**src/rtl/length_prefixed_frame_parser_core_defines.svh**
```systemverilog
// Assertion macros used by the frame parser top level.
`ifndef LENGTH_PREFIXED_FRAME_PARSER_CORE_DEFINES_SVH
`define LENGTH_PREFIXED_FRAME_PARSER_CORE_DEFINES_SVH

// Same-cycle implication, checked on every rising edge outside reset.
`define LPFP_ASSERT_NOW(label, pre, post, msg) \
  label: assert property (@(posedge clk_i) disable iff (!rst_ni) (pre) |-> (post)) \
    else $error(msg);

// Next-cycle implication, checked on every rising edge outside reset.
`define LPFP_ASSERT_NEXT(label, pre, post, msg) \
  label: assert property (@(posedge clk_i) disable iff (!rst_ni) (pre) |=> (post)) \
    else $error(msg);

`endif

```
**src/rtl/lpfp_pkg.sv**
```systemverilog
// Types and constants of the length-prefixed frame parser.
package lpfp_pkg;

  localparam int unsigned ByteW    = 8;
  localparam int unsigned ChkW     = 16;
  localparam int unsigned OutLenW  = 6;
  localparam int unsigned OutIdxW  = 5;
  localparam int unsigned MTdataW  = 48;
  localparam int unsigned CfgIdxW  = 2;

  typedef enum logic [3:0] {
    PH_HEAD1,
    PH_HEAD2,
    PH_ID,
    PH_LEN,
    PH_DATA,
    PH_CHK1,
    PH_CHK2,
    PH_TAIL1,
    PH_TAIL2
  } phase_e;

  typedef enum logic [CfgIdxW-1:0] {
    CFG_HEAD_FIRST  = 2'd0,
    CFG_HEAD_SECOND = 2'd1,
    CFG_TAIL_FIRST  = 2'd2,
    CFG_TAIL_SECOND = 2'd3
  } cfg_reg_e;

  typedef struct packed {
    logic [ByteW-1:0] head_first;
    logic [ByteW-1:0] head_second;
    logic [ByteW-1:0] tail_first;
    logic [ByteW-1:0] tail_second;
  } cfg_t;

  // Frame handed from the parser to the emitter.
  typedef struct packed {
    logic             start;
    logic [ByteW-1:0] id;
    logic [ChkW-1:0]  chk;
  } frame_info_t;

endpackage

```
**src/rtl/length_prefixed_frame_parser_core.sv**
```systemverilog
// Length-prefixed frame parser: top level with config registers and assertions.
//
// Usage: received serial bytes enter one per transfer on the s_axis channel.
// The parser hunts for two header bytes, takes an ID byte and a length byte,
// stores up to DATA_DEPTH payload bytes, then a 16-bit check word (high byte
// first, not verified) and two trailer bytes. When both trailer bytes match,
// the frame leaves on m_axis as one transfer per payload byte (one transfer
// with a zero byte for an empty frame), tlast on the final one.
// Rate: one input byte per cycle while parsing. The first result appears in
// the cycle after the second trailer byte is taken (the payload memory read);
// after that one result per cycle while m_axis_tready is high, and a frame
// of N bytes gives max(N,1) results. s_axis_tready is low while results are
// pending, so new payload bytes cannot overwrite entries still being read.
// When the receiver stalls, the current result holds and the read of the
// next entry waits. Reset (async, active low) returns to hunting, clears the
// held frame fields and the header/trailer registers; the payload memory is
// not cleared, only entries written in the current frame are read.
// Config writes (cfg_index_i: 0 head_first, 1 head_second, 2 tail_first,
// 3 tail_second) are always accepted.
`include "length_prefixed_frame_parser_core_defines.svh"
module length_prefixed_frame_parser_core import lpfp_pkg::*; #(
  parameter int unsigned DATA_DEPTH = 32
) (
  input  logic               clk_i,
  input  logic               rst_ni,
  // tdata: rx_byte[7:0]
  input  logic               s_axis_tvalid,
  output logic               s_axis_tready,
  input  logic [ByteW-1:0]   s_axis_tdata,
  // tdata: pkt_id[7:0], payload_length[13:8], payload_byte[21:14],
  //        payload_index[26:22], check_word[42:27], zero pad[47:43]
  output logic               m_axis_tvalid,
  input  logic               m_axis_tready,
  output logic [MTdataW-1:0] m_axis_tdata,
  output logic               m_axis_tlast,
  input  logic               cfg_valid_i,
  output logic               cfg_ready_o,
  input  logic [CfgIdxW-1:0] cfg_index_i,
  input  logic [ByteW-1:0]   cfg_data_i
);

  localparam int unsigned AddrW = (DATA_DEPTH > 1) ? $clog2(DATA_DEPTH) : 1;
  localparam int unsigned LenW  = $clog2(DATA_DEPTH + 1);

  cfg_t             cfg_q;
  logic             byte_xfer;
  logic             we;
  logic [AddrW-1:0] waddr;
  logic [ByteW-1:0] wdata;
  logic             re;
  logic [AddrW-1:0] raddr;
  logic [ByteW-1:0] rdata;
  frame_info_t      frame;
  logic [LenW-1:0]  len;
  logic             emit_busy;
  logic             out_xfer;
  logic             out_last;

  // Header/trailer match values.
  always_ff @(posedge clk_i or negedge rst_ni) begin
    if (!rst_ni) begin
      cfg_q <= '0;
    end else if (cfg_valid_i) begin
      unique case (cfg_reg_e'(cfg_index_i))
        CFG_HEAD_FIRST:  cfg_q.head_first  <= cfg_data_i;
        CFG_HEAD_SECOND: cfg_q.head_second <= cfg_data_i;
        CFG_TAIL_FIRST:  cfg_q.tail_first  <= cfg_data_i;
        CFG_TAIL_SECOND: cfg_q.tail_second <= cfg_data_i;
        default: ;
      endcase
    end
  end

  assign cfg_ready_o   = 1'b1;
  // Input is held off while the memory is being read out.
  assign s_axis_tready = !emit_busy;
  assign byte_xfer     = s_axis_tvalid && s_axis_tready;

  lpfp_parser #(
    .DEPTH (DATA_DEPTH),
    .ADDR_W(AddrW),
    .LEN_W (LenW)
  ) u_parser (
    .clk_i       (clk_i),
    .rst_ni      (rst_ni),
    .cfg_i       (cfg_q),
    .byte_valid_i(byte_xfer),
    .byte_i      (s_axis_tdata),
    .we_o        (we),
    .waddr_o     (waddr),
    .wdata_o     (wdata),
    .frame_o     (frame),
    .len_o       (len)
  );

  // Writes and reads never overlap: no input transfer while emitting.
  lpfp_store #(
    .DEPTH (DATA_DEPTH),
    .ADDR_W(AddrW)
  ) u_store (
    .clk_i  (clk_i),
    .we_i   (we),
    .waddr_i(waddr),
    .wdata_i(wdata),
    .re_i   (re),
    .raddr_i(raddr),
    .rdata_o(rdata)
  );

  lpfp_emit #(
    .ADDR_W(AddrW),
    .LEN_W (LenW)
  ) u_emit (
    .clk_i    (clk_i),
    .rst_ni   (rst_ni),
    .frame_i  (frame),
    .len_i    (len),
    .rdata_i  (rdata),
    .re_o     (re),
    .raddr_o  (raddr),
    .busy_o   (emit_busy),
    .m_valid_o(m_axis_tvalid),
    .m_ready_i(m_axis_tready),
    .m_data_o (m_axis_tdata),
    .m_last_o (m_axis_tlast)
  );

  assign out_xfer = m_axis_tvalid && m_axis_tready;
  assign out_last = out_xfer && m_axis_tlast;

  `LPFP_ASSERT_NOW(a_no_write_while_emit, we, !emit_busy, "payload write during emission")
  `LPFP_ASSERT_NEXT(a_last_ends_frame, out_last, !m_axis_tvalid, "valid after tlast")
  `LPFP_ASSERT_NEXT(a_frame_continues, out_xfer && !out_last, m_axis_tvalid, "frame cut early")
  `LPFP_ASSERT_NEXT(a_start_emits, frame.start, m_axis_tvalid && !s_axis_tready, "no emission")

endmodule

```
**src/rtl/lpfp_store.sv**
```systemverilog
// Payload memory: one write port, one registered read port.
module lpfp_store import lpfp_pkg::*; #(
  parameter int unsigned DEPTH  = 32,
  parameter int unsigned ADDR_W = 5
) (
  input  logic              clk_i,
  input  logic              we_i,
  input  logic [ADDR_W-1:0] waddr_i,
  input  logic [ByteW-1:0]  wdata_i,
  input  logic              re_i,
  input  logic [ADDR_W-1:0] raddr_i,
  output logic [ByteW-1:0]  rdata_o
);

  logic [ByteW-1:0] mem [DEPTH];
  logic [ByteW-1:0] rdata_q;

  always_ff @(posedge clk_i) begin
    if (we_i) begin
      mem[waddr_i] <= wdata_i;
    end
  end

  // Read data holds between reads.
  always_ff @(posedge clk_i) begin
    if (re_i) begin
      rdata_q <= mem[raddr_i];
    end
  end

  assign rdata_o = rdata_q;

endmodule

```
**src/rtl/lpfp_parser.sv**
```systemverilog
// Byte-level frame parser: header hunt, ID, length, payload fill, check, trailer.
module lpfp_parser import lpfp_pkg::*; #(
  parameter int unsigned DEPTH  = 32,
  parameter int unsigned ADDR_W = 5,
  parameter int unsigned LEN_W  = 6
) (
  input  logic              clk_i,
  input  logic              rst_ni,
  input  cfg_t              cfg_i,
  input  logic              byte_valid_i,
  input  logic [ByteW-1:0]  byte_i,
  output logic              we_o,
  output logic [ADDR_W-1:0] waddr_o,
  output logic [ByteW-1:0]  wdata_o,
  output frame_info_t       frame_o,
  output logic [LEN_W-1:0]  len_o
);

  localparam logic [ByteW-1:0] DepthByte = ByteW'(DEPTH);

  phase_e            phase_q, phase_d;
  logic [ByteW-1:0]  id_q, id_d;
  logic [LEN_W-1:0]  len_q, len_d;
  logic [LEN_W-1:0]  fill_q, fill_d;
  logic [ChkW-1:0]   chk_q, chk_d;
  logic [LEN_W-1:0]  fill_inc;
  logic              start;

  assign fill_inc = fill_q + LEN_W'(1);

  always_ff @(posedge clk_i or negedge rst_ni) begin
    if (!rst_ni) begin
      phase_q <= PH_HEAD1;
      id_q    <= '0;
      len_q   <= '0;
      fill_q  <= '0;
      chk_q   <= '0;
    end else begin
      phase_q <= phase_d;
      id_q    <= id_d;
      len_q   <= len_d;
      fill_q  <= fill_d;
      chk_q   <= chk_d;
    end
  end

  always_comb begin
    phase_d = phase_q;
    id_d    = id_q;
    len_d   = len_q;
    fill_d  = fill_q;
    chk_d   = chk_q;
    we_o    = 1'b0;
    start   = 1'b0;
    if (byte_valid_i) begin
      unique case (phase_q)
        PH_HEAD1: begin
          if (byte_i == cfg_i.head_first) phase_d = PH_HEAD2;
        end
        PH_HEAD2: begin
          // mismatching byte is not retried as a first header byte
          phase_d = (byte_i == cfg_i.head_second) ? PH_ID : PH_HEAD1;
          id_d    = '0;
          len_d   = '0;
          fill_d  = '0;
          chk_d   = '0;
        end
        PH_ID: begin
          id_d    = byte_i;
          phase_d = PH_LEN;
        end
        PH_LEN: begin
          if (byte_i > DepthByte) begin
            phase_d = PH_HEAD1;
            id_d    = '0;
            len_d   = '0;
            chk_d   = '0;
          end else begin
            len_d   = byte_i[LEN_W-1:0];
            phase_d = (byte_i == '0) ? PH_CHK1 : PH_DATA;
          end
          fill_d = '0;
        end
        PH_DATA: begin
          we_o   = 1'b1;
          fill_d = fill_inc;
          if (fill_inc >= len_q) phase_d = PH_CHK1;
        end
        PH_CHK1: begin
          chk_d   = {byte_i, ByteW'(0)};
          phase_d = PH_CHK2;
        end
        PH_CHK2: begin
          chk_d   = {chk_q[ChkW-1:ByteW], byte_i};
          phase_d = PH_TAIL1;
        end
        PH_TAIL1: begin
          if (byte_i == cfg_i.tail_first) begin
            phase_d = PH_TAIL2;
          end else begin
            phase_d = PH_HEAD1;
            id_d    = '0;
            len_d   = '0;
            fill_d  = '0;
            chk_d   = '0;
          end
        end
        PH_TAIL2: begin
          start   = (byte_i == cfg_i.tail_second);
          phase_d = PH_HEAD1;
          id_d    = '0;
          len_d   = '0;
          fill_d  = '0;
          chk_d   = '0;
        end
        default: begin
          phase_d = PH_HEAD1;
        end
      endcase
    end
  end

  assign waddr_o       = fill_q[ADDR_W-1:0];
  assign wdata_o       = byte_i;
  assign frame_o.start = start;
  assign frame_o.id    = id_q;
  assign frame_o.chk   = chk_q;
  assign len_o         = len_q;

endmodule

```
**src/rtl/lpfp_emit.sv**
```systemverilog
// Result emitter: walks the payload memory one entry per output transfer.
module lpfp_emit import lpfp_pkg::*; #(
  parameter int unsigned ADDR_W = 5,
  parameter int unsigned LEN_W  = 6
) (
  input  logic               clk_i,
  input  logic               rst_ni,
  input  frame_info_t        frame_i,
  input  logic [LEN_W-1:0]   len_i,
  input  logic [ByteW-1:0]   rdata_i,
  output logic               re_o,
  output logic [ADDR_W-1:0]  raddr_o,
  output logic               busy_o,
  output logic               m_valid_o,
  input  logic               m_ready_i,
  output logic [MTdataW-1:0] m_data_o,
  output logic               m_last_o
);

  logic              valid_q, valid_d;
  logic [ADDR_W-1:0] idx_q, idx_d;
  logic [LEN_W-1:0]  len_q;
  logic [ByteW-1:0]  id_q;
  logic [ChkW-1:0]   chk_q;
  logic              last;
  logic              advance;
  logic [ByteW-1:0]  pay_byte;

  assign last    = (len_q == '0) || ((LEN_W'(idx_q) + LEN_W'(1)) == len_q);
  assign advance = valid_q && m_ready_i && !last;

  always_comb begin
    valid_d = valid_q;
    idx_d   = idx_q;
    if (frame_i.start) begin
      valid_d = 1'b1;
      idx_d   = '0;
    end else if (valid_q && m_ready_i) begin
      valid_d = !last;
      idx_d   = idx_q + ADDR_W'(1);
    end
  end

  always_ff @(posedge clk_i or negedge rst_ni) begin
    if (!rst_ni) begin
      valid_q <= 1'b0;
      idx_q   <= '0;
    end else begin
      valid_q <= valid_d;
      idx_q   <= idx_d;
    end
  end

  always_ff @(posedge clk_i) begin
    if (frame_i.start) begin
      len_q <= len_i;
      id_q  <= frame_i.id;
      chk_q <= frame_i.chk;
    end
  end

  // Read of the next entry is issued with the transfer of the current one.
  assign re_o    = frame_i.start || advance;
  assign raddr_o = frame_i.start ? '0 : idx_q + ADDR_W'(1);

  assign pay_byte  = (len_q == '0) ? '0 : rdata_i;
  assign busy_o    = valid_q;
  assign m_valid_o = valid_q;
  assign m_last_o  = last;
  assign m_data_o  = {5'b0, chk_q, OutIdxW'(idx_q), pay_byte, OutLenW'(len_q), id_q};

endmodule
```
**config.mk**
```make
export PLATFORM = sky130hd
export DESIGN_NAME = length_prefixed_frame_parser_core
export DESIGN_NICKNAME = d
export VERILOG_FILES = /design/src/rtl/lpfp_pkg.sv /design/src/rtl/length_prefixed_frame_parser_core.sv /design/src/rtl/lpfp_store.sv /design/src/rtl/lpfp_parser.sv /design/src/rtl/lpfp_emit.sv
export VERILOG_INCLUDE_DIRS = /design/src /design/src/rtl
export SDC_FILE = /design/constraint.sdc
export NUM_CORES = 1
export LEC_CHECK = 0
export BUFFER_PORTS_ARGS = -buffer_cell sky130_fd_sc_hd__buf_4
export CORE_UTILIZATION = 45
export CTS_CLUSTER_SIZE = 14
export DETAILED_ROUTE_END_ITERATION = 7
export GPL_TIMING_DRIVEN = 0
export PLACE_DENSITY_LB_ADDON = 0.12
export SLEW_MARGIN = 15
export SYNTH_ARGS = -nofsm -noshare
export SYNTH_HDL_FRONTEND = slang
export SYNTH_SLANG_ARGS = --single-unit
```
**constraint.sdc**
```tcl
create_clock -name clk_i -period 2.9 [get_ports clk_i]
set_input_delay 0.29 -clock clk_i [delete_from_list [all_inputs] [get_ports clk_i]]
set_output_delay 0.29 -clock clk_i [all_outputs]
set_load 0.01 [all_outputs]
```
==> impl_metrics.tcl <==
set metrics [dict create \
    cts_root_buf "clkbuf_16" \
    cp_top_family "simple AND/OR/NAND/NOR gates" \
    cp_data_arrival_time_ns 3.25 \
    cp_num_buf_inv 3 \
    fmax_ghz 0.3479 \
    critPathSlowestCell "dfrtp_1" \
    setup_viol 0 \
    path_cells "nor4b_4 > nand4_4 > or3_4 > inv_2 > buf_6 > buf_8 > nor4_1 > nor3_1 > a211oi_2 > a211oi_2" \
    final_area_mm2 0.01852 \
    core_area_mm2 0.03378 \
    drive_above_1_share 0.2920 \
    io_buffers 68 \
    async_reset_ff_frac 0.2097 \
    worstMarginPinSlew_ns 1.036 \
    p_per_area_mw_per_mm2 686.0 \
    initial_core_util 0.4606 \
    cts_tree "done" \
    hold_path_class "in2reg" \
    startpoint_type "flop" \
    grt_pass1_vias 9445 \
    grt_pass1_wl_mm 59.71 \
    cts_buffers 40 \
    clockBufferDepth 3 \
    grt.total_usage 0.2282 \
    post-route-drc-count 0 \
    crit_path_max_fanout 11 \
    place_area_mm2 0.01666 \
    finalCritPeriodShare 0.9912 \
    vias_per_cell 5.724 \
    synth_area_leader_cell "edfxtp_1" \
    crit_required_ns 3.27 \
    status "finished, final reports clean" \
    power.total_uw 12700 \
    yosysSeqAreaShare 0.6927 \
    drv_cap 0 \
    syn_inst 1050 \
    h-tree-depth 2 \
    hold_slack_ns 0.02485 \
    synth_edf_count 294 \
    drt_pre_antenna_iters 6 \
    grt_antenna_before_repair 0 \
    skew_ns 0.02870 \
    area_growth_pct 18.99 \
    critPathMaxStageDelay_ns 0.46 \
    overflow 0 \
    yosysTopAreaCellShare 0.5673 \
    row_count 67 \
    dieArea_mm2 0.03533 \
    die_w_um 188.0 \
    synthFlopType "edfxtp_1" \
    dr.first_iter.drc_count 758 \
    ioPinCount 75 \
    grt_start_max_net_pins 79 \
    wl_mm 40.24 \
    synth-seq-cells 372 \
    endpoint_kind "flop" \
    clock_latency_ns 0.53 \
    final_nets 1212 \
    fp.dieH_um 188.0 \
    num_antenna_cells 0 \
    syn_area_per_cell_um2 14.82 \
    hpwlAfterDp_mm 26.12 \
    timing.slew.headroom 0.3066 \
    synthDistinctLibCells 62 \
    cts_sinks 372 \
    power.leakage_uw 0.006337 \
    slew_violations 0 \
    yosys-top-cells-area "edfxtp_1, dfrtp_1, mux2_2" \
    syn_area_mm2 0.01556 \
    yosysWarnings 0 \
    place.gp.congestion 0.8857 \
    cpMostUsedCell "a211oi_2" \
    worst-setup-path-type "reg2reg" \
    hold_viol_final 0 \
    fin_crit_ns 2.874 \
    ant_nets 0 \
    vias 9484 \
    path_clk_slew_ns 0.06 \
    ir_drop_mv 0.5242 \
    wire_per_inst_um 24.28 \
]
state kept, by name (all words and copies together), names as in the netlist, 5 cells and up:
| signal | count |
|---|---|
| u_store.mem | 256 |
| u_emit.idx_q | 5 |
| u_emit.id_q | 8 |
| u_parser.len_o | 6 |
| u_parser.id_q | 8 |
| cfg_q | 32 |
| u_parser.chk_q | 16 |
| u_emit.len_q | 6 |
| u_store.rdata_o | 8 |
| u_emit.chk_q | 16 |
| u_parser.fill_q | 6 |
layer usage:
metal / share of wire / track usage
met1: 0.43 / 0.3086
met5: 0 / 0
met4: 0.033 / 0.08005
met2: 0.49 / 0.3738
met3: 0.050 / 0.03762
worst paths after layout:
check | start | to | slack, ns | depth (start not counted)
max in group asynchronous | rst_ni | u_emit.idx_q[0] | 1.71 | 2
min in group asynchronous | rst_ni | cfg_q[17] | 0.48 | 2
setup / recovery | u_parser.phase_q[0] | u_store.rdata_o[5] | 0.03 | 10
setup reg to reg | u_parser.phase_q[0] | u_store.rdata_o[5] | 0.03 | 10
hold reg to reg | u_parser.id_q[0] | u_emit.id_q[0] | 0.44 | 0
hold / removal | cfg_data_i[6] | cfg_q[6] | 0.02 | 2
area by class of cell:
cell class,count,area (µm²)
flip-flops and latches,372,10780
well taps,448,560.5
clock inverters,19,178.9
repair buffers,83,643.1
plain buffers,62,390.4
multi-input cells,601,4811
fillers,2799,15270
clock buffers,54,1084
inverters,18,67.56
worst reg2reg max path: cells and delay by family, from the launching register on:
kind            cells  cell delay [ns]
simple gates        5             1.44
buf+inv             3             0.47
compound gates      2             0.35
flops               1             0.46
synth_stat cells (19+ instances only):
library cell / number
nor2_1: 67
o21ai_0: 26
nand2_1: 61
clkbuf_1: 32
a21oi_1: 32
nor4_1: 19
nand3_1: 45
xnor2_1: 31
dfrtp_1: 78
edfxtp_1: 294
mux2_2: 57
a211oi_1: 25
nor3_1: 21
timing repair:
action | 4_1_cts | 5_1_grt
resized for setup | 91 | 41
hold buffers | 1 | 0
buffers inserted | 4 | 9
gates cloned | 0 | 1
pin swaps | 4 | 2
endpoints found under the hold margin | 76 | 0
setup endpoints to repair | 311 | 285
logic make-up (layout without fill, tap and decap cells):
logic type | count (synthesis) | in the layout | synth area share
AO/OA/AOI/OAI | 186 | 186 | 0.08972
flip-flops | 372 | 372 | 0.6927
XOR/XNOR | 49 | 49 | 0.02758
adder cells (fa/ha/maj) | 11 | 11 | 0.008844
AND/OR/NAND/NOR | 264 | 264 | 0.08313
other | 2 | 6 | 0.0004826
multiplexers | 85 | 85 | 0.07373
buffers and inverters | 81 | 236 | 0.02380
power breakdown:
group	internal (µW)	switching (µW)
Combinational	524	882
Clock	2890	2030
Sequential	6160	215
layout by cell type (no fill, tap or decap), types with 7 or more instances in the layout:
| master | Yosys | layout |
|---|---|---|
| nand3_1 | 45 | 44 |
| o2bb2ai_1 | 8 | 8 |
| o221ai_1 | 7 | 7 |
| buf_4 | 8 | 90 |
| dfrtp_1 | 78 | 76 |
| edfxtp_1 | 294 | 294 |
| and2_1 | 14 | 14 |
| a21oi_1 | 32 | 26 |
| a22oi_1 | 7 | 7 |
| xor2_1 | 18 | 16 |
| clkbuf_16 | 0 | 41 |
| clkinv_1 | 0 | 9 |
| mux2i_1 | 10 | 10 |
| mux4_2 | 18 | 18 |
| a221oi_1 | 17 | 17 |
| o21ai_0 | 26 | 24 |
| a211oi_2 | 7 | 14 |
| nor2_1 | 67 | 33 |
| nor3_1 | 21 | 16 |
| nor2_2 | 0 | 20 |
| xnor2_1 | 31 | 29 |
| nand2_1 | 61 | 56 |
| nor4_1 | 19 | 19 |
| mux2_2 | 57 | 57 |
| nor2_4 | 1 | 15 |
| buf_2 | 16 | 14 |
| clkbuf_1 | 32 | 27 |
| a31oi_1 | 12 | 12 |
| o211ai_1 | 9 | 9 |
| a211oi_1 | 25 | 18 |
| a22o_1 | 16 | 16 |
| clkbuf_2 | 1 | 10 |
| ha_1 | 11 | 10 |
| inv_1 | 17 | 17 |
metrics by stage:
| stage | std cells | utilization | setup TNS, ns | worst slack (ns) |
|---|---|---|---|---|
| 6_report | 1657 | 0.5481 | 0 | 0.02553 |
| 3_5_place_dp | 1570 | 0.4931 | -77.99 | -1.027 |
| 3_3_place_gp | 1570 | 0.4928 | -80.51 | -1.270 |
| 2_1_floorplan | 1054 | - | 0 | 0.06120 |
| 5_1_grt | 1657 | 0.5481 | -0.01275 | -0.005055 |
| 4_1_cts | 1648 | 0.5407 | -23.89 | -0.2106 |
Power figures use the tool's default switching activity.
